===== config.mk =====
export PLATFORM = sky130hd
export DESIGN_NAME = deadline_timer_queue_flat
export DESIGN_NICKNAME = d
export VERILOG_FILES = /design/src/rtl/core/dtq_pkg.sv /design/src/rtl/core/dtq_if.sv /design/src/rtl/core/deadline_timer_queue.sv /design/src/rtl/core/dtq_ctrl.sv /design/src/rtl/core/dtq_dpath.sv /design/src/flat_wrapper.sv
export SDC_FILE = /design/constraint.sdc
export NUM_CORES = 2
export LEC_CHECK = 0
export ABC_AREA = 1
export CAP_MARGIN = 0
export CORE_ASPECT_RATIO = 1.25
export CORE_UTILIZATION = 40
export CTS_BUF_LIST = sky130_fd_sc_hd__clkbuf_2
export CTS_CLUSTER_DIAMETER = 60
export DETAILED_ROUTE_END_ITERATION = 16
export DONT_BUFFER_PORTS = 1
export PLACE_DENSITY = 0.54
export SYNTH_ARGS = -nofsm -noshare
export SYNTH_HDL_FRONTEND = slang
export SYNTH_SLANG_ARGS = --single-unit

===== constraint.sdc =====
create_clock -name clock -period 29 [get_ports clock]
set_clock_uncertainty 0.15 [all_clocks]
set_input_delay 0 -clock clock [delete_from_list [all_inputs] [get_ports clock]]
set_output_delay 0 -clock clock [all_outputs]
set_load 0.01 [all_outputs]

===== src/rtl/core/dtq_pkg.sv =====
// shared types and constants of the deadline timer queue
// used by the interfaces, controller, datapath and top level; no dependencies
package dtq_pkg;

   localparam int QueueDepth = 16;
   localparam int MaxFire    = 16;
   localparam int AddrW      = $clog2(QueueDepth);
   localparam int CntW       = $clog2(QueueDepth + 1);
   localparam int TagW       = 16;

   // operation codes
   localparam logic [1:0] KIND_ADD    = 2'd0;
   localparam logic [1:0] KIND_CANCEL = 2'd1;
   localparam logic [1:0] KIND_FIRE   = 2'd2;

   // result status codes
   localparam logic [2:0] ST_ADDED     = 3'd0;
   localparam logic [2:0] ST_FULL      = 3'd1;
   localparam logic [2:0] ST_CANCELLED = 3'd2;
   localparam logic [2:0] ST_NOT_FOUND = 3'd3;
   localparam logic [2:0] ST_FIRED     = 3'd4;
   localparam logic [2:0] ST_NOTHING   = 3'd5;

   // pointer operations
   localparam logic [2:0] PTR_HOLD  = 3'd0;
   localparam logic [2:0] PTR_ZERO  = 3'd1;
   localparam logic [2:0] PTR_INC   = 3'd2;
   localparam logic [2:0] PTR_DEC   = 3'd3;
   localparam logic [2:0] PTR_COUNT = 3'd4;

   // read address selects
   localparam logic [1:0] RD_PTR    = 2'd0;
   localparam logic [1:0] RD_PTR_M1 = 2'd1;
   localparam logic [1:0] RD_PTR_P1 = 2'd2;
   localparam logic [1:0] RD_TOP    = 2'd3;

   // count operations
   localparam logic [1:0] CNT_HOLD = 2'd0;
   localparam logic [1:0] CNT_INC  = 2'd1;
   localparam logic [1:0] CNT_DEC  = 2'd2;
   localparam logic [1:0] CNT_FIRE = 2'd3;

   typedef struct packed {
      logic [31:0]     start;
      logic [30:0]     delay;
      logic [TagW-1:0] tag;
      logic [31:0]     id;
   } entry_type;

   typedef struct packed {
      logic       latch;
      logic [2:0] ptr_op;
      logic       pos_load;
      logic       rd_en;
      logic [1:0] rd_sel;
      logic       wr_en;
      logic       wr_new;
      logic [1:0] cnt_op;
      logic       fire_load;
      logic       res_set;
      logic [2:0] res_status;
      logic       res_use_id;
      logic       ttn_clear;
      logic       ttn_load;
      logic       out_load;
      logic       out_fire;
      logic       out_last;
   } cmd_type;

   typedef struct packed {
      logic count_full;
      logic ptr_eq_count;
      logic ptr_eq_pos;
      logic ptr_p1_eq_count;
      logic ptr_eq_max;
      logic rem_lt_delay;
      logic id_match;
      logic expired;
      logic is_fire;
      logic fire_nz;
      logic ptr_p1_eq_fire;
      logic out_free;
   } stat_type;

endpackage


===== src/rtl/core/dtq_if.sv =====
// request and response channel interfaces of the deadline timer queue
// depends on dtq_pkg for the tag width
interface dtq_req_if;
   logic                      valid;
   logic                      ready;
   logic [1:0]                kind;
   logic [31:0]               now_ms;
   logic signed [31:0]        delay_ms;
   logic [dtq_pkg::TagW-1:0]  tag;
   logic [31:0]               cancel_id;

   modport source (output valid, kind, now_ms, delay_ms, tag, cancel_id, input ready);
   modport sink   (input valid, kind, now_ms, delay_ms, tag, cancel_id, output ready);
endinterface

interface dtq_rsp_if;
   logic                      valid;
   logic                      ready;
   logic [2:0]                status;
   logic [31:0]               timer_id;
   logic [dtq_pkg::TagW-1:0]  event_tag;
   logic                      last;
   logic                      queue_empty;
   logic [30:0]               time_to_next;

   modport source (output valid, status, timer_id, event_tag, last, queue_empty,
                   time_to_next, input ready);
   modport sink   (input valid, status, timer_id, event_tag, last, queue_empty,
                   time_to_next, output ready);
endinterface


===== src/rtl/core/deadline_timer_queue.sv =====
// deadline timer queue: a queue of pending timers kept in order of remaining time
// Channels: req_bus carries one operation per beat (add, cancel, fire) with the
// current ms time; rsp_bus returns result beats, the final one of an item marked
// last. Each result reports whether the queue is empty and the head's time to
// expiry after the whole operation.
// One item is worked on at a time; the slot memory has one read and one write
// port with a registered read, so every scanned or shifted slot takes a read
// state and then a compare or write state. An add scans from the slot with the
// most time left for its place and shifts the later slots up; an add to a full
// queue does no scan. A cancel scans for the id and shifts the later slots down.
// A fire scans the expired timers and reads the new head, then sends one beat
// per fired timer, or a single beat when nothing expired.
// The next item is taken once the last beat of the current one has been
// loaded into the output register, which holds while rsp_bus.ready is low;
// the sequencer waits in place when that register is still occupied.
// Reset empties the queue and sets the next id to one; no clearing pass runs.
// depends on dtq_pkg, dtq_if, dtq_ctrl and dtq_dpath
module deadline_timer_queue (
   input  logic       clock,
   input  logic       reset,
   dtq_req_if.sink    req_bus,
   dtq_rsp_if.source  rsp_bus
);

   dtq_pkg::cmd_type  cmd;
   dtq_pkg::stat_type stat;

   dtq_ctrl u_ctrl (
      .clock     (clock),
      .reset     (reset),
      .req_valid (req_bus.valid),
      .req_kind  (req_bus.kind),
      .req_ready (req_bus.ready),
      .stat      (stat),
      .cmd       (cmd)
   );

   dtq_dpath u_dpath (
      .clock            (clock),
      .reset            (reset),
      .cmd              (cmd),
      .stat             (stat),
      .req_kind         (req_bus.kind),
      .req_now_ms       (req_bus.now_ms),
      .req_delay_ms     (req_bus.delay_ms),
      .req_tag          (req_bus.tag),
      .req_cancel_id    (req_bus.cancel_id),
      .rsp_ready        (rsp_bus.ready),
      .rsp_valid        (rsp_bus.valid),
      .rsp_status       (rsp_bus.status),
      .rsp_timer_id     (rsp_bus.timer_id),
      .rsp_event_tag    (rsp_bus.event_tag),
      .rsp_last         (rsp_bus.last),
      .rsp_queue_empty  (rsp_bus.queue_empty),
      .rsp_time_to_next (rsp_bus.time_to_next)
   );

endmodule


===== src/rtl/core/dtq_ctrl.sv =====
// sequencer of the deadline timer queue: scans, shifts, fire pops and result beats
// depends on dtq_pkg for the command and status structs
module dtq_ctrl (
   input  logic               clock,
   input  logic               reset,
   input  logic               req_valid,
   input  logic [1:0]         req_kind,
   output logic               req_ready,
   input  dtq_pkg::stat_type  stat,
   output dtq_pkg::cmd_type   cmd
);

   localparam logic [3:0] S_IDLE  = 4'd0;
   localparam logic [3:0] S_A_RD  = 4'd1;
   localparam logic [3:0] S_A_CMP = 4'd2;
   localparam logic [3:0] S_S_RD  = 4'd3;
   localparam logic [3:0] S_S_WR  = 4'd4;
   localparam logic [3:0] S_C_RD  = 4'd5;
   localparam logic [3:0] S_C_CMP = 4'd6;
   localparam logic [3:0] S_D_RD  = 4'd7;
   localparam logic [3:0] S_D_WR  = 4'd8;
   localparam logic [3:0] S_F_RD  = 4'd9;
   localparam logic [3:0] S_F_CMP = 4'd10;
   localparam logic [3:0] S_T_RD  = 4'd11;
   localparam logic [3:0] S_T_LD  = 4'd12;
   localparam logic [3:0] S_O_ONE = 4'd13;
   localparam logic [3:0] S_E_RD  = 4'd14;
   localparam logic [3:0] S_E_LD  = 4'd15;

   logic [3:0] state_ff, state_in;
   logic [3:0] after_ttn;

   always_ff @(posedge clock) begin
      if (reset) begin
         state_ff <= S_IDLE;
      end else begin
         state_ff <= state_in;
      end
   end

   assign after_ttn = (stat.is_fire && stat.fire_nz) ? S_E_RD : S_O_ONE;

   always_comb begin
      cmd       = '0;
      state_in  = state_ff;
      req_ready = 1'b0;
      unique case (state_ff)
         S_IDLE: begin
            req_ready = 1'b1;
            if (req_valid) begin
               cmd.latch  = 1'b1;
               cmd.ptr_op = dtq_pkg::PTR_ZERO;
               priority if (req_kind == dtq_pkg::KIND_ADD) begin
                  if (stat.count_full) begin
                     cmd.res_set    = 1'b1;
                     cmd.res_status = dtq_pkg::ST_FULL;
                     state_in       = S_T_RD;
                  end else begin
                     state_in = S_A_RD;
                  end
               end else if (req_kind == dtq_pkg::KIND_CANCEL) begin
                  state_in = S_C_RD;
               end else if (req_kind == dtq_pkg::KIND_FIRE) begin
                  state_in = S_F_RD;
               end else begin
                  state_in = S_IDLE;
               end
            end
         end
         S_A_RD: begin
            if (stat.ptr_eq_count) begin
               cmd.pos_load = 1'b1;
               cmd.ptr_op   = dtq_pkg::PTR_COUNT;
               state_in     = S_S_RD;
            end else begin
               cmd.rd_en  = 1'b1;
               cmd.rd_sel = dtq_pkg::RD_PTR;
               state_in   = S_A_CMP;
            end
         end
         S_A_CMP: begin
            if (stat.rem_lt_delay) begin
               cmd.pos_load = 1'b1;
               cmd.ptr_op   = dtq_pkg::PTR_COUNT;
               state_in     = S_S_RD;
            end else begin
               cmd.ptr_op = dtq_pkg::PTR_INC;
               state_in   = S_A_RD;
            end
         end
         S_S_RD: begin
            if (stat.ptr_eq_pos) begin
               cmd.wr_en      = 1'b1;
               cmd.wr_new     = 1'b1;
               cmd.cnt_op     = dtq_pkg::CNT_INC;
               cmd.res_set    = 1'b1;
               cmd.res_status = dtq_pkg::ST_ADDED;
               cmd.res_use_id = 1'b1;
               cmd.ptr_op     = dtq_pkg::PTR_ZERO;
               state_in       = S_T_RD;
            end else begin
               cmd.rd_en  = 1'b1;
               cmd.rd_sel = dtq_pkg::RD_PTR_M1;
               state_in   = S_S_WR;
            end
         end
         S_S_WR: begin
            cmd.wr_en  = 1'b1;
            cmd.ptr_op = dtq_pkg::PTR_DEC;
            state_in   = S_S_RD;
         end
         S_C_RD: begin
            if (stat.ptr_eq_count) begin
               cmd.res_set    = 1'b1;
               cmd.res_status = dtq_pkg::ST_NOT_FOUND;
               cmd.ptr_op     = dtq_pkg::PTR_ZERO;
               state_in       = S_T_RD;
            end else begin
               cmd.rd_en  = 1'b1;
               cmd.rd_sel = dtq_pkg::RD_PTR;
               state_in   = S_C_CMP;
            end
         end
         S_C_CMP: begin
            if (stat.id_match) begin
               state_in = S_D_RD;
            end else begin
               cmd.ptr_op = dtq_pkg::PTR_INC;
               state_in   = S_C_RD;
            end
         end
         S_D_RD: begin
            if (stat.ptr_p1_eq_count) begin
               cmd.cnt_op     = dtq_pkg::CNT_DEC;
               cmd.res_set    = 1'b1;
               cmd.res_status = dtq_pkg::ST_CANCELLED;
               cmd.ptr_op     = dtq_pkg::PTR_ZERO;
               state_in       = S_T_RD;
            end else begin
               cmd.rd_en  = 1'b1;
               cmd.rd_sel = dtq_pkg::RD_PTR_P1;
               state_in   = S_D_WR;
            end
         end
         S_D_WR: begin
            cmd.wr_en  = 1'b1;
            cmd.ptr_op = dtq_pkg::PTR_INC;
            state_in   = S_D_RD;
         end
         S_F_RD: begin
            if (stat.ptr_eq_count || stat.ptr_eq_max) begin
               cmd.fire_load  = 1'b1;
               cmd.res_set    = 1'b1;
               cmd.res_status = dtq_pkg::ST_NOTHING;
               state_in       = S_T_RD;
            end else begin
               cmd.rd_en  = 1'b1;
               cmd.rd_sel = dtq_pkg::RD_TOP;
               state_in   = S_F_CMP;
            end
         end
         S_F_CMP: begin
            if (stat.expired) begin
               cmd.ptr_op = dtq_pkg::PTR_INC;
               state_in   = S_F_RD;
            end else begin
               cmd.fire_load  = 1'b1;
               cmd.res_set    = 1'b1;
               cmd.res_status = dtq_pkg::ST_NOTHING;
               state_in       = S_T_RD;
            end
         end
         // head after the item sits at count-1-ptr
         S_T_RD: begin
            if (stat.ptr_eq_count) begin
               cmd.ttn_clear = 1'b1;
               if (after_ttn == S_E_RD) begin
                  cmd.ptr_op = dtq_pkg::PTR_ZERO;
               end
               state_in = after_ttn;
            end else begin
               cmd.rd_en  = 1'b1;
               cmd.rd_sel = dtq_pkg::RD_TOP;
               state_in   = S_T_LD;
            end
         end
         S_T_LD: begin
            cmd.ttn_load = 1'b1;
            if (after_ttn == S_E_RD) begin
               cmd.ptr_op = dtq_pkg::PTR_ZERO;
            end
            state_in = after_ttn;
         end
         S_O_ONE: begin
            if (stat.out_free) begin
               cmd.out_load = 1'b1;
               cmd.out_last = 1'b1;
               state_in     = S_IDLE;
            end
         end
         S_E_RD: begin
            cmd.rd_en  = 1'b1;
            cmd.rd_sel = dtq_pkg::RD_TOP;
            state_in   = S_E_LD;
         end
         S_E_LD: begin
            if (stat.out_free) begin
               cmd.out_load = 1'b1;
               cmd.out_fire = 1'b1;
               cmd.out_last = stat.ptr_p1_eq_fire;
               if (stat.ptr_p1_eq_fire) begin
                  cmd.cnt_op = dtq_pkg::CNT_FIRE;
                  state_in   = S_IDLE;
               end else begin
                  cmd.ptr_op = dtq_pkg::PTR_INC;
                  state_in   = S_E_RD;
               end
            end
         end
         default: begin
            state_in = S_IDLE;
         end
      endcase
   end

endmodule


===== src/rtl/core/dtq_dpath.sv =====
// datapath of the deadline timer queue: slot memory, pointers, time math, result register
// depends on dtq_pkg for entry, command and status types
module dtq_dpath (
   input  logic                      clock,
   input  logic                      reset,
   input  dtq_pkg::cmd_type          cmd,
   output dtq_pkg::stat_type         stat,
   input  logic [1:0]                req_kind,
   input  logic [31:0]               req_now_ms,
   input  logic signed [31:0]        req_delay_ms,
   input  logic [dtq_pkg::TagW-1:0]  req_tag,
   input  logic [31:0]               req_cancel_id,
   input  logic                      rsp_ready,
   output logic                      rsp_valid,
   output logic [2:0]                rsp_status,
   output logic [31:0]               rsp_timer_id,
   output logic [dtq_pkg::TagW-1:0]  rsp_event_tag,
   output logic                      rsp_last,
   output logic                      rsp_queue_empty,
   output logic [30:0]               rsp_time_to_next
);

   localparam logic [dtq_pkg::CntW-1:0] One   = dtq_pkg::CntW'(1);
   localparam logic [dtq_pkg::CntW-1:0] Depth = dtq_pkg::CntW'(dtq_pkg::QueueDepth);
   localparam logic [dtq_pkg::CntW-1:0] Limit = dtq_pkg::CntW'(dtq_pkg::MaxFire);

   dtq_pkg::entry_type mem [dtq_pkg::QueueDepth];
   dtq_pkg::entry_type rd_ff;

   logic [dtq_pkg::CntW-1:0]  count_ff, count_in;
   logic [dtq_pkg::CntW-1:0]  ptr_ff, ptr_in;
   logic [dtq_pkg::CntW-1:0]  pos_ff;
   logic [dtq_pkg::CntW-1:0]  fire_ff;
   logic [31:0]               id_ctr_ff;
   logic [1:0]                kind_ff;
   logic [31:0]               now_ff;
   logic [30:0]               delay_ff;
   logic [dtq_pkg::TagW-1:0]  tag_ff;
   logic [31:0]               cid_ff;
   logic [31:0]               item_id_ff;
   logic [2:0]                res_status_ff;
   logic [31:0]               res_id_ff;
   logic                      empty_ff;
   logic [30:0]               ttn_ff;
   logic                      out_valid_ff;
   logic [2:0]                out_status_ff;
   logic [31:0]               out_id_ff;
   logic [dtq_pkg::TagW-1:0]  out_tag_ff;
   logic                      out_last_ff;
   logic                      out_empty_ff;
   logic [30:0]               out_ttn_ff;

   logic [dtq_pkg::CntW-1:0]  rd_idx;
   logic [31:0]               elapsed;
   logic signed [33:0]        remain;
   logic [30:0]               ttn_val;
   dtq_pkg::entry_type        wr_data;

   // remaining ms of the entry in the read register, exact in 34 bits
   assign elapsed = now_ff - rd_ff.start;
   assign remain  = signed'({3'b000, rd_ff.delay}) - signed'({{2{elapsed[31]}}, elapsed});

   always_comb begin
      priority if (remain[33]) begin
         ttn_val = '0;
      end else if (remain[32] || remain[31]) begin
         ttn_val = '1;
      end else begin
         ttn_val = remain[30:0];
      end
   end

   always_comb begin
      unique case (cmd.rd_sel)
         dtq_pkg::RD_PTR:    rd_idx = ptr_ff;
         dtq_pkg::RD_PTR_M1: rd_idx = ptr_ff - One;
         dtq_pkg::RD_PTR_P1: rd_idx = ptr_ff + One;
         dtq_pkg::RD_TOP:    rd_idx = count_ff - One - ptr_ff;
         default:            rd_idx = ptr_ff;
      endcase
   end

   always_comb begin
      if (cmd.wr_new) begin
         wr_data.start = now_ff;
         wr_data.delay = delay_ff;
         wr_data.tag   = tag_ff;
         wr_data.id    = item_id_ff;
      end else begin
         wr_data = rd_ff;
      end
   end

   always_ff @(posedge clock) begin
      if (cmd.wr_en) begin
         mem[ptr_ff[dtq_pkg::AddrW-1:0]] <= wr_data;
      end
      if (cmd.rd_en) begin
         rd_ff <= mem[rd_idx[dtq_pkg::AddrW-1:0]];
      end
   end

   always_comb begin
      unique case (cmd.ptr_op)
         dtq_pkg::PTR_HOLD:  ptr_in = ptr_ff;
         dtq_pkg::PTR_ZERO:  ptr_in = '0;
         dtq_pkg::PTR_INC:   ptr_in = ptr_ff + One;
         dtq_pkg::PTR_DEC:   ptr_in = ptr_ff - One;
         dtq_pkg::PTR_COUNT: ptr_in = count_ff;
         default:            ptr_in = ptr_ff;
      endcase
      unique case (cmd.cnt_op)
         dtq_pkg::CNT_HOLD: count_in = count_ff;
         dtq_pkg::CNT_INC:  count_in = count_ff + One;
         dtq_pkg::CNT_DEC:  count_in = count_ff - One;
         dtq_pkg::CNT_FIRE: count_in = count_ff - fire_ff;
         default:           count_in = count_ff;
      endcase
   end

   always_ff @(posedge clock) begin
      if (reset) begin
         count_ff     <= '0;
         id_ctr_ff    <= 32'd1;
         ptr_ff       <= '0;
         out_valid_ff <= 1'b0;
      end else begin
         count_ff <= count_in;
         ptr_ff   <= ptr_in;
         if (cmd.latch && (req_kind == dtq_pkg::KIND_ADD)) begin
            id_ctr_ff <= id_ctr_ff + 32'd1;
         end
         if (cmd.out_load) begin
            out_valid_ff <= 1'b1;
         end else if (rsp_ready) begin
            out_valid_ff <= 1'b0;
         end
      end
   end

   always_ff @(posedge clock) begin
      if (cmd.latch) begin
         kind_ff    <= req_kind;
         now_ff     <= req_now_ms;
         delay_ff   <= req_delay_ms[31] ? 31'd0 : req_delay_ms[30:0];
         tag_ff     <= req_tag;
         cid_ff     <= req_cancel_id;
         item_id_ff <= id_ctr_ff;
      end
      if (cmd.pos_load) begin
         pos_ff <= ptr_ff;
      end
      if (cmd.fire_load) begin
         fire_ff <= ptr_ff;
      end
      if (cmd.res_set) begin
         res_status_ff <= cmd.res_status;
         res_id_ff     <= cmd.res_use_id ? item_id_ff : 32'd0;
      end
      if (cmd.ttn_clear) begin
         empty_ff <= 1'b1;
         ttn_ff   <= '0;
      end else if (cmd.ttn_load) begin
         empty_ff <= 1'b0;
         ttn_ff   <= ttn_val;
      end
      if (cmd.out_load) begin
         out_last_ff  <= cmd.out_last;
         out_empty_ff <= empty_ff;
         out_ttn_ff   <= ttn_ff;
         if (cmd.out_fire) begin
            out_status_ff <= dtq_pkg::ST_FIRED;
            out_id_ff     <= rd_ff.id;
            out_tag_ff    <= rd_ff.tag;
         end else begin
            out_status_ff <= res_status_ff;
            out_id_ff     <= res_id_ff;
            out_tag_ff    <= '0;
         end
      end
   end

   always_comb begin
      stat.count_full      = (count_ff == Depth);
      stat.ptr_eq_count    = (ptr_ff == count_ff);
      stat.ptr_eq_pos      = (ptr_ff == pos_ff);
      stat.ptr_p1_eq_count = ((ptr_ff + One) == count_ff);
      stat.ptr_eq_max      = (ptr_ff == Limit);
      stat.rem_lt_delay    = signed'({3'b000, delay_ff}) > remain;
      stat.id_match        = (rd_ff.id == cid_ff);
      stat.expired         = remain[33] || (remain == '0);
      stat.is_fire         = (kind_ff == dtq_pkg::KIND_FIRE);
      stat.fire_nz         = (fire_ff != '0);
      stat.ptr_p1_eq_fire  = ((ptr_ff + One) == fire_ff);
      stat.out_free        = !out_valid_ff || rsp_ready;
   end

   assign rsp_valid        = out_valid_ff;
   assign rsp_status       = out_status_ff;
   assign rsp_timer_id     = out_id_ff;
   assign rsp_event_tag    = out_tag_ff;
   assign rsp_last         = out_last_ff;
   assign rsp_queue_empty  = out_empty_ff;
   assign rsp_time_to_next = out_ttn_ff;

endmodule


===== src/flat_wrapper.sv =====
// flat-port wrapper written by rule: the top's interface ports become plain ports
module deadline_timer_queue_flat 
  (clock, reset, req_bus_valid, req_bus_kind, req_bus_now_ms, req_bus_delay_ms, req_bus_tag, req_bus_cancel_id, req_bus_ready, rsp_bus_valid, rsp_bus_status, rsp_bus_timer_id, rsp_bus_event_tag, rsp_bus_last, rsp_bus_queue_empty, rsp_bus_time_to_next, rsp_bus_ready);
  dtq_req_if req_bus_i ();
  dtq_rsp_if rsp_bus_i ();
  input  logic clock;
  input  logic reset;
  input wire logic [$bits(req_bus_i.valid)-1:0] req_bus_valid;
  input wire logic [$bits(req_bus_i.kind)-1:0] req_bus_kind;
  input wire logic [$bits(req_bus_i.now_ms)-1:0] req_bus_now_ms;
  input wire logic [$bits(req_bus_i.delay_ms)-1:0] req_bus_delay_ms;
  input wire logic [$bits(req_bus_i.tag)-1:0] req_bus_tag;
  input wire logic [$bits(req_bus_i.cancel_id)-1:0] req_bus_cancel_id;
  output wire logic [$bits(req_bus_i.ready)-1:0] req_bus_ready;
  output wire logic [$bits(rsp_bus_i.valid)-1:0] rsp_bus_valid;
  output wire logic [$bits(rsp_bus_i.status)-1:0] rsp_bus_status;
  output wire logic [$bits(rsp_bus_i.timer_id)-1:0] rsp_bus_timer_id;
  output wire logic [$bits(rsp_bus_i.event_tag)-1:0] rsp_bus_event_tag;
  output wire logic [$bits(rsp_bus_i.last)-1:0] rsp_bus_last;
  output wire logic [$bits(rsp_bus_i.queue_empty)-1:0] rsp_bus_queue_empty;
  output wire logic [$bits(rsp_bus_i.time_to_next)-1:0] rsp_bus_time_to_next;
  input wire logic [$bits(rsp_bus_i.ready)-1:0] rsp_bus_ready;
  assign req_bus_i.valid = req_bus_valid;
  assign req_bus_i.kind = req_bus_kind;
  assign req_bus_i.now_ms = req_bus_now_ms;
  assign req_bus_i.delay_ms = req_bus_delay_ms;
  assign req_bus_i.tag = req_bus_tag;
  assign req_bus_i.cancel_id = req_bus_cancel_id;
  assign req_bus_ready = req_bus_i.ready;
  assign rsp_bus_valid = rsp_bus_i.valid;
  assign rsp_bus_status = rsp_bus_i.status;
  assign rsp_bus_timer_id = rsp_bus_i.timer_id;
  assign rsp_bus_event_tag = rsp_bus_i.event_tag;
  assign rsp_bus_last = rsp_bus_i.last;
  assign rsp_bus_queue_empty = rsp_bus_i.queue_empty;
  assign rsp_bus_time_to_next = rsp_bus_i.time_to_next;
  assign rsp_bus_i.ready = rsp_bus_ready;
  deadline_timer_queue u_core (.clock(clock), .reset(reset), .req_bus(req_bus_i), .rsp_bus(rsp_bus_i));
endmodule

==> out/metrics.csv <==
stage,metric,value,unit
detailed_routing,ant_nets,0,
placed_design,dp_cells,10900,
placed_design,gp_congestion,0.906,
synthesis,synth_edf_count,2161,
floorplanning,ios,204,
setup_path,cp_data_required_time,30.44,ns
placed_design,dp_hpwl,150,mm
setup_path,reg2reg_slack,20.86,ns
hold_path,whs_path_depth,0,
synthesis,ys_async_sr_fraction,0,%
floorplanning,initial_core_util,40.3,%
floorplanning,num_rows,200,
final_layout,areaGrowthSynthToFinish,13.9,%
synthesis,synth_area_leaders,"edfxtp_1 (68%), nand2_1 (5.3%), inv_1 (4.9%), o211ai_1 (4.6%), o21ai_0 (4.0%)",
power_and_ir_drop,clockPowerShare,18.2,%
setup_path,crit_buf_inv,4,
power_and_ir_drop,ir_drop,0.121,mV
sta,rsz0062_at_grt,false,
grt,grt_pass1_vias,63800,
sta,hold_viol_final,0,
setup_path,cp_slowest_cell,edfxtp_1,
grt,grt_use_total,23.0,%
setup_path,endpoint_kind,flop,
grt,grt_max_degree,266,
final_layout,n_fill_cell,22000,
sta,finalSetupViolCount,0,
setup_path,r2r-start,u_core.u_dpath.rd_ff[79],
sta,min_period,8.14,ns
detailed_routing,wl_per_cell,22.7,um
synthesis,syn_area,96100,sq um
detailed_routing,vias,64600,
setup_path,startpoint_type,flop,
detailed_routing,drtIter0Drc,5241,
power_and_ir_drop,power,12.0,mW
synthesis,syn_nets,8317,
final_layout,final_cell_mix,"edfxtp_1 (2161), nand2_1 (1364), inv_1 (1250)",
placed_design,portBuffers,0,
detailed_routing,wl,283,mm
clock_network,cts-buffers-inserted,575,
grt,antenna_found_initial,8,
grt,grt_overflow,0,
synthesis,ys_warn_count,0,
synthesis,syn_avg_cell_area,11.9,sq um
final_layout,regArea,66500,sq um
setup_path,critPathTopFamily,simple AND/OR/NAND/NOR gates,
clock_network,cts_tree,yes,
clock_network,h-tree-depth,6,
setup_path,cpPeakStageDelay,0.45,ns
detailed_routing,drc,0,
flow_run,max_cap_viol_count,0,
power_and_ir_drop,p_int,6.68,mW
setup_path,arrival,9.58,ns
final_layout,postLayoutCoreUtil,45.9,%
hold_path,hold_end,u_core.u_dpath.item_id_ff[31],
floorplanning,die_h,550,um
synthesis,yosysSeqAreaShare,69.2,%
sta,max_freq,123,MHz
sta,whs,0.230,ns
detailed_routing,drt_first_pass_iters,6,
power_and_ir_drop,p_switching,5.27,mW
synthesis,synthCells,8091,
floorplanning,die_w,440,um
final_layout,fin_cells,12400,
final_layout,final_nets,9105,
sta,tns,0,ns
clock_network,cts_sinks,2240,
synthesis,ys_seq_elements,2240,
synthesis,yosys.area.top_type_share,67.5,%
final_layout,layout-drive-gt1-share,12.6,%
run_status,outcome,"finished, final reports clean",
detailed_routing,vias_per_cell,5.20,
setup_path,regToRegEndpoint,u_core.u_dpath.ptr_ff[1],
synthesis,synthFlopType,edfxtp_1,
setup_path,critPathKind,reg -> reg,
sta,drv_slew,0,
setup_path,path_depth,38,
setup_path,rr_worst_depth,38,
power_and_ir_drop,p_sw_share,44.1,%
power_and_ir_drop,leakagePower,42.6,nW
sta,worst_pin_slew,1.34,ns
hold_path,hold_start,u_core.u_dpath.id_ctr_ff[31],
sta,min_period_over_period,28.1,%
clock_network,ctsRootBufferMaster,clkbuf_2,
synthesis,synth_cell_type_count,65,
clock_network,cts_setup_buffers,0,
hold_path,hp-class,reg -> reg,
placed_design,dpl-instance-area,99300,sq um
placed_design,dp_slack,20.88,ns
final_layout,final_common_cell,edfxtp_1,
sta,setup_ws,20.86,ns
floorplanning,dieArea,242000,sq um
power_and_ir_drop,p_comb_share,43.9,%
setup_path,path_common_cell,nand2_1,
clock_network,cts.path.max_buffers,4,
setup_path,crit_fanout,15,
final_layout,finalInstanceArea,109000,sq um
synthesis,synth_area_leader_cell,edfxtp_1,
clock_network,clk_latency,1.75,ns
power_and_ir_drop,power_density,109,nW/um^2
sta,slew_headroom,10.3,%
clock_network,clk_pin_slew,0.11,ns
final_layout,multi_input_area,22900,sq um
grt,grt_pass1_wl,412,mm
floorplanning,core_area,238000,sq um
power_and_ir_drop,seqPwrFrac,37.9,%
clock_network,cts_resized,0,
worst max path at each step:
| stage | start | to |
|---|---|---|
| floorplan | u_core.u_dpath.ptr_ff[2] | u_core.u_dpath.mem[12][0] |
| global placement | u_core.u_dpath.rd_ff[79] | u_core.u_dpath.ptr_ff[1] |
| detailed placement | u_core.u_dpath.rd_ff[79] | u_core.u_dpath.ptr_ff[1] |
| CTS | u_core.u_dpath.rd_ff[79] | u_core.u_dpath.ptr_ff[0] |
| global route | u_core.u_dpath.ptr_ff[1] | u_core.u_dpath.rd_ff[80] |
| finish | u_core.u_dpath.rd_ff[79] | u_core.u_dpath.ptr_ff[1] |
flip-flops by register name, indices dropped and copies added (netlist names), 2 cells and up:
name,count
u_core.u_dpath.mem,1776
u_core.u_dpath.pos_ff,5
u_core.u_dpath.rsp_time_to_next,31
u_core.u_dpath.kind_ff,2
u_core.u_dpath.rsp_event_tag,16
u_core.u_dpath.ptr_ff,5
u_core.u_dpath.rd_ff,111
u_core.u_dpath.ttn_ff,31
u_core.u_dpath.res_status_ff,3
u_core.u_dpath.res_id_ff,32
u_core.u_dpath.rsp_status,3
u_core.u_dpath.delay_ff,31
u_core.u_dpath.item_id_ff,32
u_core.u_dpath.count_ff,5
u_core.u_dpath.now_ff,32
u_core.u_dpath.id_ctr_ff,32
u_core.u_ctrl.state_ff,4
u_core.u_dpath.cid_ff,32
u_core.u_dpath.fire_ff,5
u_core.u_dpath.tag_ff,16
u_core.u_dpath.rsp_timer_id,32
layout make-up:
class | count | share of cell area, %
Clock inverter | 183 | 1.04
Multi-Input combinational cell | 4170 | 20.9
Sequential cell | 2240 | 60.7
Inverter | 1260 | 4.35
Timing Repair Buffer | 632 | 5.66
Tap cell | 3131 | 3.58
Antenna cell | 8 | 0.0183
Clock buffer | 805 | 3.68
synthesized netlist by cell type, types with 45 or more instances:
| master | count |
|---|---|
| edfxtp_1 | 2161 |
| nand2_1 | 1368 |
| inv_1 | 1252 |
| o21ai_0 | 766 |
| o211ai_1 | 594 |
| nand3_1 | 324 |
| a21oi_1 | 316 |
| nor2_1 | 248 |
| clkbuf_1 | 189 |
| buf_2 | 155 |
| ha_1 | 104 |
| o211ai_2 | 98 |
| dfxtp_1 | 79 |
| xor2_1 | 45 |
per-layer routing:
| layer | GRT usage [%] | vias to the layer above | share of wire, % |
|---|---|---|---|
| met5 | 0 | - | 0.015 |
| met4 | 8.85 | 6 | 3.4 |
| met3 | 3.53 | 517 | 5.3 |
| met2 | 39.4 | 1971 | 49 |
| met1 | 29.1 | 31700 | 42 |
| li1 | - | 30300 | - |
power groups by stage:
| stage | Sequential, mW | Combinational (mW) | Clock [mW] |
|---|---|---|---|
| 2_1_floorplan | 4.55 | 3.43 | 0 |
| 3_3_place_gp | 4.60 | 5.15 | 0 |
| 3_5_place_dp | 4.60 | 5.19 | 0 |
| 4_1_cts | 4.53 | 5.27 | 2.25 |
| 5_1_grt | 4.55 | 5.79 | 2.40 |
| 6_report | 4.53 | 5.24 | 2.18 |
logic make-up after synthesis:
logic type	Yosys count	synth area share, %
AOI/OAI and AO/OA	1923	12.7
xor gates and xnor gates	88	0.810
buffers and inverters	1681	7.17
adders and majority gates	108	1.44
DFF	2240	69.2
and+or+nand+nor	2051	8.73
repair_timing:
item                       CTS  global route
hold buffers               490             0
setup endpoints to repair    0             0
hold endpoints to repair   477             0
Power figures use the tool's default switching activity.
